File: config.mk
export PLATFORM = sky130hd
export DESIGN_NAME = ppg_front
export DESIGN_NICKNAME = d
export VERILOG_FILES = /design/src/sv/ppg_pkg.sv /design/src/sv/ppg_front.sv
export SDC_FILE = /design/constraint.sdc
export NUM_CORES = 1
export LEC_CHECK = 0
export BUFFER_PORTS_ARGS = -buffer_cell sky130_fd_sc_hd__buf_2
export CAP_MARGIN = 20
export CORE_ASPECT_RATIO = 0.9
export CORE_MARGIN = 2
export CORE_UTILIZATION = 51
export DETAILED_ROUTE_END_ITERATION = 6
export GPL_TIMING_DRIVEN = 0
export PLACE_DENSITY = 0.78
export SYNTH_ARGS = -nofsm -noshare
export SYNTH_HDL_FRONTEND = slang
export SYNTH_SLANG_ARGS = --single-unit
File: constraint.sdc
create_clock -name clk_i -period 3.4 [get_ports clk_i]
set_input_delay 0.17 -clock clk_i [delete_from_list [all_inputs] [get_ports clk_i]]
set_output_delay 0.17 -clock clk_i [all_outputs]
set_load 0.05 [all_outputs]
File: src/sv/ppg_pkg.sv
// Package for the PPG heart rate and SpO2 tracker.
// Types, coefficients and register indexes; no dependencies.
package ppg_pkg;
  localparam int unsigned CfgIdxThreshold  = 0;
  localparam int unsigned CfgIdxRefractory = 1;
  localparam int unsigned CfgIdxContact    = 2;
  localparam int unsigned CfgIdxSpo2Min    = 3;

  localparam logic [15:0] C_HP    = 16'd2621;
  localparam logic [15:0] C_AC    = 16'd328;
  localparam logic [15:0] C_DC    = 16'd66;
  localparam logic [15:0] C_HR    = 16'd19661;
  localparam logic [15:0] C_TRACE = 16'd13107;

  typedef struct packed {
    logic [15:0] ir;
    logic [15:0] red;
    logic [15:0] prob;
  } sample_t;

  typedef struct packed {
    logic        window_ready;
    logic        beat_flag;
    logic [7:0]  heart_rate;
    logic [6:0]  oxygen_saturation;
    logic        skin_contact;
    logic [16:0] processed_trace;
  } result_t;

  typedef enum logic [3:0] {
    ST_IDLE, ST_MEAN, ST_LEVEL, ST_BOX, ST_BEAT, ST_HRDIV, ST_HRDONE,
    ST_SPMUL, ST_SPDIV, ST_SPDONE, ST_TAIL, ST_OUT
  } state_e;

  // s + round((t - s) * c / 65536); values fit in 42 signed bits
  function automatic logic signed [41:0] blend(input logic signed [41:0] s,
                                               input logic signed [41:0] t,
                                               input logic [15:0] c);
    logic signed [59:0] p;
    p = (60'(t) - 60'(s)) * $signed({44'd0, c}) + 60'sd32768;
    return s + 42'(p >>> 16);
  endfunction
endpackage

File: src/sv/ppg_front.sv
// Front end: two-entry queue of sample beats.
// Depends on ppg_pkg.
module ppg_front (
  input  logic             clk_i,
  input  logic             rst_ni,
  input  logic             valid_i,
  output logic             stall_o,
  input  ppg_pkg::sample_t data_i,
  output logic             q_valid_o,
  input  logic             q_pop_i,
  output ppg_pkg::sample_t q_data_o
);
  import ppg_pkg::*;
  sample_t mem_q [2];
  logic rd_q, wr_q;
  logic [1:0] cnt_q;
  logic push;
  assign stall_o   = cnt_q == 2'd2;
  assign push      = valid_i && !stall_o;
  assign q_valid_o = cnt_q != 2'd0;
  assign q_data_o  = mem_q[rd_q];
  always_ff @(posedge clk_i) begin
    if (push) mem_q[wr_q] <= data_i;
  end
  always_ff @(posedge clk_i or negedge rst_ni) begin
    if (!rst_ni) begin
      rd_q <= 1'b0; wr_q <= 1'b0; cnt_q <= 2'd0;
    end else begin
      if (push) wr_q <= !wr_q;
      if (q_pop_i) rd_q <= !rd_q;
      cnt_q <= cnt_q + {1'b0, push} - {1'b0, q_pop_i};
    end
  end
endmodule

# Word-level counts from Yosys, hierarchy flattened
# Memory sizes are Yosys's and may differ from the RTL's.
# Cells that the tools add are included.
word_totals:
  regBits: 4
  ramBits: 96
  inputBits: 52
  output_inout_bits: 50
  wordCells: 14
  mem_count: 1
mem_list:
  columns: ["memory", "depth", "word_bits", "rd", "rd_ports_with_merged_regs", "write_ports", "line", "rtl"]
  rows:
  - ["mem_q", 2, 48, 1, 0, 1, "ppg_front.sv:14", "sample_t mem_q [2];"]
classes:
  add_sub_neg: 2
  eq_ne: 1
  mux: 2
  n_reduce_logical: 5
ops:
  columns: ["cell", "count"]
  rows:
  - ["1-bit zero test", 3]
  - ["2-bit by 1-bit adder with 2-bit output", 1]
  - ["2-bit equality test (second input constant)", 1]
  - ["1-bit two-way mux", 2]
  - ["2-bit nonzero test", 1]
  - ["2-bit by 1-bit subtractor with 2-bit output", 1]
  - ["1-bit logical AND", 1]

# Depth between registers and ports, before layout
logic_depth:
  depth_word: 5
  ltp_mapped: 7
  mapped_depth_nobuf: 7

# Worst setup path after synthesis
# Ideal clock, no wire load.
synth_timing:
  path_kind: "reg-to-reg"
  start: "reg cnt_q[1]"
  end: "mem mem_q[0][0] (netlist name), enable pin"
  setup_ps: 454
  t_arrival_ps: 2604
  required_time_ps: 2946
  path_slack_ps: 343
  stages_incl_launch_ff: 4
  path_buffers: 0
  synth_period_minus_slack_ps: 3057
  path_cell_list: "dfrtp_1 > nand2b_1 > nand2_1 > nor2_1"
synth_between:
  elab_chain_len: 5
synth_rtl:
  columns: ["item", "line", "rtl"]
  rows:
  - ["start: declaration", "ppg_front.sv:16", "logic [1:0] cnt_q;"]
  - ["start signal: assignment", "ppg_front.sv:31", "cnt_q <= cnt_q + {1'b0, push} - {1'b0, q_pop_i};"]
  - ["2-bit equality test", "ppg_front.sv:18", "assign stall_o = cnt_q == 2'd2;"]
  - ["1-bit zero test", "ppg_front.sv:19", "assign push = valid_i && !stall_o;"]
  - ["1-bit logical AND", "ppg_front.sv:19", null]
  - ["1-bit two-way mux", "ppg_front.sv:23", "if (push) mem_q[wr_q] <= data_i;"]
  - ["1-bit two-way mux (implied by the code)", "ppg_front.sv:23", null]
  - ["end: declaration", "ppg_front.sv:14", null]
# No other way between the ends.

==> impl_metrics.yaml <==
global_routing:
  grt_max_degree: 38
  grt_pass1_wl_um: 9839
  grt_overflow: 0
  antenna_found_initial: 0
  grt_pass1_vias: 2136
  grt_use_total_pct: 16.62
finish:
  nets: 357
  nFillCells: 491
  finalInstanceArea_um2: 4811
  syn2layout_area_growth_pct: 29.90
  drive_gt1_share_pct: 56.17
  antennaDiodeCount: 0
worst_setup_path:
  max_stage_delay_ns: 0.43
  slowest_stage: "dfrtp_1"
  cp-end-kind: "output pin"
  crit_arrival_ns: 1.66
  startpoint_type: "flip-flop"
  worst-setup-path-type: "flip-flop to output pin"
  crit_fanout: 10
  crit_chain: "buf_6 > buf_8 > mux2_4 > buf_2"
  worstPathRequired_ns: 3.23
detailed_routing:
  wire_per_inst_um: 15.92
  dr.pass1.iters: 5
  viasPerCell: 4.910
  drtAntennaViolNets: 0
  wl_um: 6384
  drtIter0Drc: 60
  vias: 1969
  drc_errors: 0
synth:
  synth-seq-cells: 100
  yosysWarnings: 0
  synth_cells: 166
  yosys.area.top_type: "edfxtp_1"
  synth_area_um2: 3704
  yosysSeqAreaShare_pct: 80.54
  synth.distinct_cells: 16
  synth-async-reset-ratio_pct: 4.000
  ys.flop_type: "edfxtp_1"
  synth_enable_flop_cells: 96
  synth_area_leaders: "edfxtp_1 (78%), mux2_2 (12%), mux2_4 (4.1%)"
  synth.most_common_cell: "edfxtp_1"
  synth_top_area_share_pct: 77.84
  postSynthAreaPerCell_um2: 22.31
  syn_nets: 220
  synthTopCellsByCount: "edfxtp_1 (96), mux2_2 (38), mux2_4 (10), dfrtp_1 (4)"
floorplanning:
  die_y_um: 84.85
  ios: 102
  die_area_um2: 7961
  core_area_um2: 7039
  start_util_pct: 52.61
  fp.dieW_um: 93.83
  rows: 29
sta:
  timing.slew.headroom_pct: 56.93
  worstMarginPinSlew_ns: 0.6445
  fin_crit_ns: 1.827
  finalHoldViolCount: 0
  rsz0062_at_grt: "false"
  fin_skew_ns: 0.005157
  final-setup-viol-count: 0
  whs_ns: 0.01843
  fmax_mhz: 547.4
  period_share_pct: 53.73
  slew_violations: 0
placed_design:
  numPortBuffers: 101
  postPlaceCellArea_um2: 4374
  place_congestion: 0.6996
  hpwl_um: 4274
min_path:
  hold_path_class: "input port to flip-flop"
clock_tree:
  clkLatencyLatePin_ns: 0.34
  cts_max_level: 3
  cts_tree: "yes"
  root_buffer: "clkbuf_8"
  cts_buffers: 9
  clkTransAtPathRegs_ns: 0.09
  cts.path.max_buffers: 2
  clkSinkCount: 100
run_status:
  status: "finished, final reports clean"
pwr:
  power.leakage_nw: 1.869
  vdd_drop_max_mv: 0.6033
  power.density_nw_per_um2: 963.1
flow_run:
  maxCapViolCount: 0
-- cell usage in the layout (no fill, tap or decap), types with 2 or more instances in the layout --
cell type      netlist  routed
dfrtp_1              4       4
ha_1                 2       2
clkbuf_8             0       9
inv_1                2       2
xnor2_1              3       3
clkinv_2             0       3
buf_12               0       2
mux2_2              38      38
buf_2                0     101
bufinv_16            0       2
mux2_4              10      10
buf_4                3       3
edfxtp_1            96      96
dlygate4sd3_1        0      23
-- per-stage QoR --
step                      instances  util (%)  setup TNS (ns)  total power [W]  worst slack [ns]
after floorplan                 166         -               0         0.003429            0.3427
after global placement          360     61.45          -38.75         0.003833           -0.8101
after detailed placement        362     62.14               0         0.003888             1.596
after CTS                       399     68.06               0         0.004673             1.537
after global routing            401     68.34               0         0.004833             1.453
final                           401     68.34               0         0.004633             1.573
-- logic make-up (layout without fill, tap and decap cells) --
kind of cell,Yosys count,after routing,share of synthesized area [%]
simple gates,5,5,0.7096
fa+ha+maj,2,2,0.6756
xor+xnor,4,4,0.9461
mux,48,48,15.61
buf+inv,7,149,1.520
flops,100,100,80.54
-- what timing repair did --
action	CTS	global route
setup buffers	0	0
hold buffers	21	2
endpoints found under the hold margin	43	3
resized for setup	0	0
-- path summary, 6_finish.rpt --
| path | startpoint | to | slack, ns | cells past startpoint |
|---|---|---|---|---|
| worst max register to register | cnt_q[1] | mem_q[0][34] | 1.58 | 4 |
| worst max-delay path | rd_q | q_data_o[32] | 1.57 | 4 |
| min in group asynchronous | rst_ni | cnt_q[1] | 0.18 | 2 |
| worst min-delay path | data_i[25] | mem_q[1][25] | 0.02 | 1 |
| max in group asynchronous | rst_ni | rd_q | 3.10 | 2 |
| worst min register to register | cnt_q[0] | cnt_q[0] | 0.53 | 1 |
-- flip-flops by register name (all words and copies together) (netlist names) --
signal  flops
cnt_q       2
wr_q        1
mem_q      96
rd_q        1
-- per-layer routing --
metal,part of all wire [%],vias up,track usage [%]
met5,0,-,0
met4,1.3,0,6.324
met3,7.2,9,4.885
met2,49,79,28.96
met1,43,958,19.49
li1,-,923,-
-- power by group --
part / switching, W / internal, W
logic: 0.00146 / 0.000637
clock network: 0.000368 / 0.000409
registers: 0.0000799 / 0.00168
total: 0.00190 / 0.00273
-- area by class of cell --
class	count	area (um2)	share of cell area, %
inverters	2	7.507	0.1560
multi-input cells	59	673.1	13.99
well taps	93	116.4	2.419
flip-flops and latches	100	2983	62.00
clock inverters	6	78.83	1.638
clock buffers	10	127.6	2.653
plain buffers	5	48.80	1.014
repair buffers	126	775.7	16.12
-- critical path, delay by kind of cell (launching register included) --
kind	cells	cell delay, ns
buf+inv	3	0.57
mux	1	0.31
flops	1	0.43
Note: power is estimated with default switching activity, not from simulation.
